==> config.mk <==
export PLATFORM = sky130hd
export DESIGN_NAME = tmp_controller
export DESIGN_NICKNAME = d
export VERILOG_FILES = /design/src/hdl/trapezoid_motion_profile_macros.svh /design/src/hdl/tmp_pkg.sv /design/src/hdl/tmp_controller.sv
export SDC_FILE = /design/constraint.sdc
export NUM_CORES = 1
export LEC_CHECK = 0
export BUFFER_PORTS_ARGS = -buffer_cell sky130_fd_sc_hd__clkbuf_2
export CAP_MARGIN = 25
export CELL_PAD_IN_SITES_DETAIL_PLACEMENT = 1
export CELL_PAD_IN_SITES_GLOBAL_PLACEMENT = 1
export CORE_UTILIZATION = 40
export DETAILED_ROUTE_END_ITERATION = 12
export PLACE_DENSITY = 0.92
export SLEW_MARGIN = 10
export SYNTH_ARGS = -nofsm -noshare
export SYNTH_HDL_FRONTEND = slang
export SYNTH_SLANG_ARGS = --single-unit
==> constraint.sdc <==
create_clock -name i_clk -period 2.4 [get_ports i_clk]
set_input_delay 0.48 -clock i_clk [delete_from_list [all_inputs] [get_ports i_clk]]
set_output_delay 0.48 -clock i_clk [all_outputs]
set_load 0.01 [all_outputs]
==> src/hdl/trapezoid_motion_profile_macros.svh <==
// Assertion macros for the trapezoid motion profile block.
`ifndef TRAPEZOID_MOTION_PROFILE_MACROS_SVH
`define TRAPEZOID_MOTION_PROFILE_MACROS_SVH
`ifndef SYNTHESIS
`define TMP_ASSERT_IMPL(label, clk, rst_n, ante, cons) \
    label: assert property (@(posedge clk) disable iff (!rst_n) (ante) |-> (cons)) \
        else $error("assertion failed");
`define TMP_ASSERT_NEXT(label, clk, rst_n, ante, cons) \
    label: assert property (@(posedge clk) disable iff (!rst_n) (ante) |=> (cons)) \
        else $error("assertion failed");
`else
`define TMP_ASSERT_IMPL(label, clk, rst_n, ante, cons)
`define TMP_ASSERT_NEXT(label, clk, rst_n, ante, cons)
`endif
`endif

==> src/hdl/tmp_pkg.sv <==
package tmp_pkg;

    localparam int PosWidth  = 32;
    localparam int TickWidth = 32;
    localparam int VWidth    = 31;
    localparam int AWidth    = 48;
    // Width of the wide intermediate terms, capped at 2^60.
    localparam int TermWidth = 64;

    localparam logic [2:0] PH_IDLE     = 3'd0;
    localparam logic [2:0] PH_ACCEL    = 3'd1;
    localparam logic [2:0] PH_CRUISE   = 3'd2;
    localparam logic [2:0] PH_DECEL    = 3'd3;
    localparam logic [2:0] PH_SHORT    = 3'd4;
    localparam logic [2:0] PH_FINISHED = 3'd5;
    localparam logic [2:0] PH_UNSUP    = 3'd6;

    localparam logic [0:0] CFG_VEL = 1'b0;
    localparam logic [0:0] CFG_ACC = 1'b1;

    // Datapath operations requested by the controller.
    localparam logic [3:0] OP_NONE    = 4'd0;
    localparam logic [3:0] OP_LATCH   = 4'd1;
    localparam logic [3:0] OP_DIV_ZA  = 4'd2;
    localparam logic [3:0] OP_SQ      = 4'd3;
    localparam logic [3:0] OP_DIV_SA  = 4'd4;
    localparam logic [3:0] OP_DIV_ZC  = 4'd5;
    localparam logic [3:0] OP_FINISH  = 4'd6;
    localparam logic [3:0] OP_TICK1   = 4'd7;
    localparam logic [3:0] OP_TICK2   = 4'd8;
    localparam logic [3:0] OP_TICK3   = 4'd9;
    localparam logic [3:0] OP_TICK4   = 4'd10;
    localparam logic [3:0] OP_MAC_LH  = 4'd11;
    localparam logic [3:0] OP_MAC_HL  = 4'd12;
    localparam logic [3:0] OP_MAC_HH  = 4'd13;

    typedef struct packed {
        logic                       cmd;
        logic signed [PosWidth-1:0] start_pos;
        logic signed [PosWidth-1:0] end_pos;
    } t_in_item;

    typedef struct packed {
        logic signed [PosWidth-1:0] setpoint;
        logic                       move_done;
        logic [2:0]                 phase;
    } t_out_item;

    typedef struct packed {
        logic [3:0] op;
        logic       div_start;
    } t_dp_cmd;

    typedef struct packed {
        logic div_busy;
        logic div_done;
    } t_dp_status;

endpackage

==> src/hdl/tmp_controller.sv <==
// Sequencer: steps the datapath through set-up or one tick per item.
module tmp_controller (
    input  logic                i_clk,
    input  logic                i_rst_n,
    input  logic                i_valid,
    output logic                o_ready,
    input  logic                i_cmd,
    input  tmp_pkg::t_dp_status i_status,
    output tmp_pkg::t_dp_cmd    o_cmd,
    output logic                o_valid,
    input  logic                i_out_ready,
    output logic                o_cmd_bit
);

    localparam logic [3:0] S_IDLE  = 4'd0;
    localparam logic [3:0] S_ZA    = 4'd1;
    localparam logic [3:0] S_SQ    = 4'd2;
    localparam logic [3:0] S_SA    = 4'd3;
    localparam logic [3:0] S_CLS   = 4'd4;
    localparam logic [3:0] S_ZC    = 4'd5;
    localparam logic [3:0] S_T1    = 4'd6;
    localparam logic [3:0] S_T2    = 4'd7;
    localparam logic [3:0] S_T3    = 4'd8;
    localparam logic [3:0] S_T4    = 4'd9;
    localparam logic [3:0] S_OUT   = 4'd10;
    localparam logic [3:0] S_WAIT  = 4'd11;
    localparam logic [3:0] S_MLH   = 4'd12;
    localparam logic [3:0] S_MHL   = 4'd13;
    localparam logic [3:0] S_MHH   = 4'd14;

    logic [3:0] r_state, n_state, r_after, n_after;
    logic       r_valid, n_valid;
    logic       w_acc;

    assign w_acc = i_valid && o_ready;
    // A new item enters once the previous result has gone or is leaving.
    assign o_ready = (r_state == S_IDLE) && (!r_valid || i_out_ready);

    always_comb begin
        n_state = r_state;
        n_after = r_after;
        n_valid = r_valid && !i_out_ready;
        o_cmd   = '{op: tmp_pkg::OP_NONE, div_start: 1'b0};
        unique case (r_state)
            S_IDLE: if (w_acc) begin
                if (!i_cmd) begin
                    o_cmd   = '{op: tmp_pkg::OP_LATCH, div_start: 1'b1};
                    n_state = S_WAIT;
                    n_after = S_ZA;
                end else begin
                    o_cmd   = '{op: tmp_pkg::OP_TICK1, div_start: 1'b0};
                    n_state = S_T2;
                end
            end
            S_WAIT: if (i_status.div_done) n_state = r_after;
            S_ZA: begin
                o_cmd   = '{op: tmp_pkg::OP_DIV_ZA, div_start: 1'b1};
                n_state = S_WAIT;
                n_after = S_SQ;
            end
            S_SQ: begin
                o_cmd   = '{op: tmp_pkg::OP_SQ, div_start: 1'b1};
                n_state = S_WAIT;
                n_after = S_SA;
            end
            S_SA: begin
                o_cmd   = '{op: tmp_pkg::OP_DIV_SA, div_start: 1'b0};
                n_state = S_CLS;
            end
            S_CLS: begin
                o_cmd   = '{op: tmp_pkg::OP_DIV_ZC, div_start: 1'b1};
                n_state = S_WAIT;
                n_after = S_ZC;
            end
            S_ZC: begin
                o_cmd   = '{op: tmp_pkg::OP_FINISH, div_start: 1'b0};
                n_state = S_OUT;
            end
            S_T1: n_state = S_T2;
            S_T2: begin
                o_cmd   = '{op: tmp_pkg::OP_TICK2, div_start: 1'b0};
                n_state = S_MLH;
            end
            S_MLH: begin
                o_cmd   = '{op: tmp_pkg::OP_MAC_LH, div_start: 1'b0};
                n_state = S_MHL;
            end
            S_MHL: begin
                o_cmd   = '{op: tmp_pkg::OP_MAC_HL, div_start: 1'b0};
                n_state = S_MHH;
            end
            S_MHH: begin
                o_cmd   = '{op: tmp_pkg::OP_MAC_HH, div_start: 1'b0};
                n_state = S_T3;
            end
            S_T3: begin
                o_cmd   = '{op: tmp_pkg::OP_TICK3, div_start: 1'b0};
                n_state = S_T4;
            end
            S_T4: begin
                o_cmd   = '{op: tmp_pkg::OP_TICK4, div_start: 1'b0};
                n_state = S_OUT;
            end
            S_OUT: begin
                n_valid = 1'b1;
                n_state = S_IDLE;
            end
            default: n_state = S_IDLE;
        endcase
    end

    always_ff @(posedge i_clk) begin
        if (!i_rst_n) begin
            r_state <= S_IDLE;
            r_after <= S_IDLE;
            r_valid <= 1'b0;
        end else begin
            r_state <= n_state;
            r_after <= n_after;
            r_valid <= n_valid;
        end
    end

    assign o_valid   = r_valid;
    assign o_cmd_bit = i_status.div_busy;

endmodule

=== After elaboration in Yosys (flattened, before gate mapping) ===
Cells that the tools add are included.

* Bits in registers: 9
* Output and inout port bits: 8
* Logic and storage cells: 43

* Equal/unequal tests: 17
* Multiplexer cells: 11
* Reductions and logical operators: 12

{| class="wikitable"
|+ Operators with widths
! cell !! number
|-
| $pmux W5 S12 || 1
|-
| $pmux W4 S11 || 1
|-
| $eq A4 B4 Y1 const B || 7
|-
| $mux W4 || 7
|-
| $eq A4 B3 Y1 const B || 4
|-
| $pmux W4 S4 || 1
|-
| $eq A4 B2 Y1 const B || 2
|-
| $ne A2 B2 Y1 const B || 3
|-
| $eq A4 B1 Y1 const B || 1
|-
| $logic_not A4 Y1 || 1
|-
| $reduce_bool A4 Y1 || 1
|-
| $logic_and A1 B1 Y1 || 3
|-
| $reduce_and A3 Y1 || 1
|-
| $reduce_or A3 Y1 || 1
|-
| $logic_not A1 Y1 || 2
|-
| $reduce_and A2 Y1 || 1
|-
| $reduce_or A2 Y1 || 1
|-
| $logic_or A1 B1 Y1 || 1
|-
| $mux W1 || 1
|}

=== Logic depth before layout (Yosys ltp) ===
* Depth after elaboration: 6
* Mapped depth: 5

=== Worst setup path before layout ===
Ideal clock, no wire load.

* Path kind: input to output
* Start point: input i_out_ready
* End point: output o_cmd[2] (netlist name)
* Arrival: 1.251 ns
* Required time: 1.920 ns
* Path slack: 0.669 ns
* Cell stages on the path: 4
* Buffers on the path: 0
* Path through: nand2b_1 -> a31oi_1 -> or4_1 -> o21ai_0

{| class="wikitable"
|+ RTL lines
! item !! RTL line !! text
|-
| from (decl) || tmp_controller.sv:11 || <nowiki>input logic i_out_ready,</nowiki>
|-
| to (decl) || tmp_controller.sv:9 || <nowiki>output tmp_pkg::t_dp_cmd o_cmd,</nowiki>
|}

==> results.md <==
- Hold-critical path endpoint: r_after[1]$_SDFFE_PN0P_
- Root buffer cell: clkbuf_4
- CP Max Fanout: 22
- Area leader, netlist: dfxtp_1
- Post-layout nets: 102
- Sink Count: 8
- Critical path endpoint category: primary output
- R2R depth: 4
- CTS resizes: 0
- Syn Nets: 90
- Yosys warning count: 0
- Critical path, cell by cell: nor2_1 > a311oi_4 > clkbuf_2
- Initial Utilization: 43.19%
- Hold Path Class: flip-flop to flip-flop
- Post-layout util: 47.62%
- Fillers: 200
- Die H: 42.56 um
- Rel. slew slack: 52.68%
- Clock power share: 9.2%
- PD cells: 1541 nW/um^2
- I/O pin count: 15
- Die Area: 1811 sq um
- Synthesized area: 658.1 sq um
- Met1 usage: 28.38%
- Hold path start: r_after[1]$_SDFFE_PN0P_
- DP Area: 703.2 sq um
- Drt pass-1 iters: 4
- P&R area growth vs syn: 10.27%
- Commonest non-fill, non-tap cell in the layout: clkbuf_2
- Fin crit period: 2.297 ns
- Final WL: 1.773 mm
- Global routing's busiest layer: met2
- Rows: 14
- Critical path required time: 1.92 ns
- Status: complete, no violations
- Synth top area cells: dfxtp_1 (24%), a21oi_1 (6.8%), nand2_1 (5.1%)
- Chip width: 42.56 um
- Pre-CTS WS: 0.3911 ns
- Initial DRC count: 14
- HPWL after DPL: 1.346 mm
- Crit. path cell count: 3
- Unrepaired setup endpoints after global routing: false
- Vias in the first global route: 610
- Worst-Margin Slew: 0.7089 ns
- CTS max path bufs: 2
- Synth cell types: 37
- Power Internal: 0.5664 mW
- Initial antenna violation count: 0
- GPL Wtd Cong: 0.8123
- VDD IR-drop max: 0.7492 mV
- Final worst-path cycle share: 95.73%
- Residual DRC count: 0
- CTS buffer count: 3
- Mapped Cells: 83
- WS Path Type: flip-flop to primary output
- Post-Layout Cell Count: 109
- Post-synth EDFFs: 0
- Buffers plus inverters on the worst setup path: 1
- GR Util met3: 7.759%
- Clock H-tree levels: 1
- Largest net degree at the start of global routing: 23
- Critical-path top delay cell: dfxtp_1
- Worst-path clk slew: 0.05 ns
- Seq cells post-synth: 8
- Maximum clock frequency: 0.4353 GHz
- Sequential Power Share: 30.1%
- GR Util met2: 36.00%
- Combinational cell fraction of total power: 60.7%
- Endpoints failing setup: 0
- Setup tns final: 0 ns
- Sw frac: 49.36%
- Worst r2r src: r_state[2]$_SDFFE_PN0P_
- CTS Hold Bufs: 0
- Critical Path Start Type: flip-flop
- Synth async-reset ratio: 0%
- FF-to-FF setup slack: 0.74 ns
- Most frequent cells in the layout: clkbuf_2 (12), nand2_1 (9), a21oi_1 (9)
- Drt via density: 6.073
- Vias post-DR: 662
- Drt wl/cell: 16.27 um
- Crit path max-delay family: flip-flops
- P_sw: 0.5520 mW
- Critical path arrival: 1.82 ns
- Core Area: 1524 sq um
- RR Endpoint: r_state[3]$_SDFFE_PN0P_
- Synth top area share: 24.33%
- Port Buffers: 12
- Worst Clk Skew: 0.001633 ns
- Grt total ovfl: 0
- Post-synthesis sequential area ratio: 24.33%
- Max-cap viol count: 0
- # Post-CTS Setup Buffers: 0
- Synthesized area per cell: 7.929 sq um
- CTS tree: yes
- Hold depth: 2
- Post-route ant nets: 0
- All-Layer GR Usage: 22.24%
- Worst-Skew Late Latency: 0.25 ns
- PnR worst setup slack: 0.1026 ns
- Placed insts: 106
- Design area: 725.7 sq um
- Most used DFF post-synth: dfxtp_1
- Share of layout cells above drive strength 1: 27.96%
- Max-slew violation count: 0
- Static Leak: 0.2969 nW
- Global-route wire length before repair: 2.939 mm
- Diode count: 0
- Crit-path max cell delay: 0.77 ns
- Final Hold Fails: 0
==> how the worst max path moves through the flow <==
stage	startpoint	to	slack, ns
3_5_place_dp	i_out_ready	o_cmd[2]	0.39
3_3_place_gp	i_out_ready	o_cmd[2]	0.43
5_1_grt	r_state[1]$_SDFFE_PN0P_	o_cmd[0]	0.003
2_1_floorplan	i_out_ready	o_cmd[2]	0.67
4_1_cts	r_state[1]$_SDFFE_PN0P_	o_cmd[0]	0.11
6_report	r_state[1]$_SDFFE_PN0P_	o_cmd[0]	0.10
==> registers in the layout, indices dropped and copies added (netlist names) <==
register / flops
r_after: 3
o_valid: 1
r_state: 4
==> power groups by stage <==
stage          sequential [mW]  combinational [mW]  clock, mW
5_1_grt                  0.349               0.747      0.114
6_report                 0.337               0.679      0.102
3_3_place_gp             0.331               0.653          0
2_1_floorplan            0.219               0.627          0
3_5_place_dp             0.336               0.681          0
4_1_cts                  0.334               0.685      0.108
==> metrics by stage <==
stage | hold WS (ns) | power (mW)
5_1_grt | 0.4879 | 1.210
2_1_floorplan | 0.4413 | 0.8460
3_3_place_gp | 0.4725 | 0.9844
4_1_cts | 0.4742 | 1.127
3_5_place_dp | 0.4620 | 1.017
6_report | 0.4843 | 1.118
==> synthesized netlist by cell type (2+ instances only) <==
cell and count:
inv_1 3, o21ai_0 5, buf_4 2, nand2_1 9, nor3_1 2, a21oi_1 9
buf_6 2, xor2_1 3, buf_2 4, mux2_2 2, nor2_1 6, and3_1 2
dfxtp_1 8, o21a_1 3
==> per-layer routing <==
| metal | routed length [um] | part of all wire [%] |
|---|---|---|
| met5 | 0 | 0 |
| met1 | 816 | 46 |
| met4 | 0 | 0 |
| met2 | 875 | 49 |
| met3 | 81 | 4.6 |
==> cells by family after synthesis <==
family | after synthesis | synth area share [%]
flip-flops | 8 | 24.33
AO/OA/AOI/OAI | 29 | 31.56
buffers and inverters | 12 | 11.03
multiplexers | 2 | 3.422
XOR/XNOR | 4 | 6.465
AND/OR/NAND/NOR | 28 | 23.19
==> tightest hold or removal path: cells and delay by family (launching register included) <==
kind / cells / cell delay (ns)
buffers and inverters: 1 / 0.07
AOI/OAI and AO/OA: 1 / 0.07
DFF: 1 / 0.29
==> final cells by class <==
cell class / count / area [sq um] / area share [%]
Inverter: 4 / 15.01 / 2.069
Multi-Input combinational cell: 63 / 425.4 / 58.62
Tap cell: 16 / 20.02 / 2.759
Timing Repair Buffer: 15 / 82.58 / 11.38
Clock buffer: 3 / 22.52 / 3.103
Sequential cell: 8 / 160.2 / 22.07
Power figures use the tool's default switching activity.
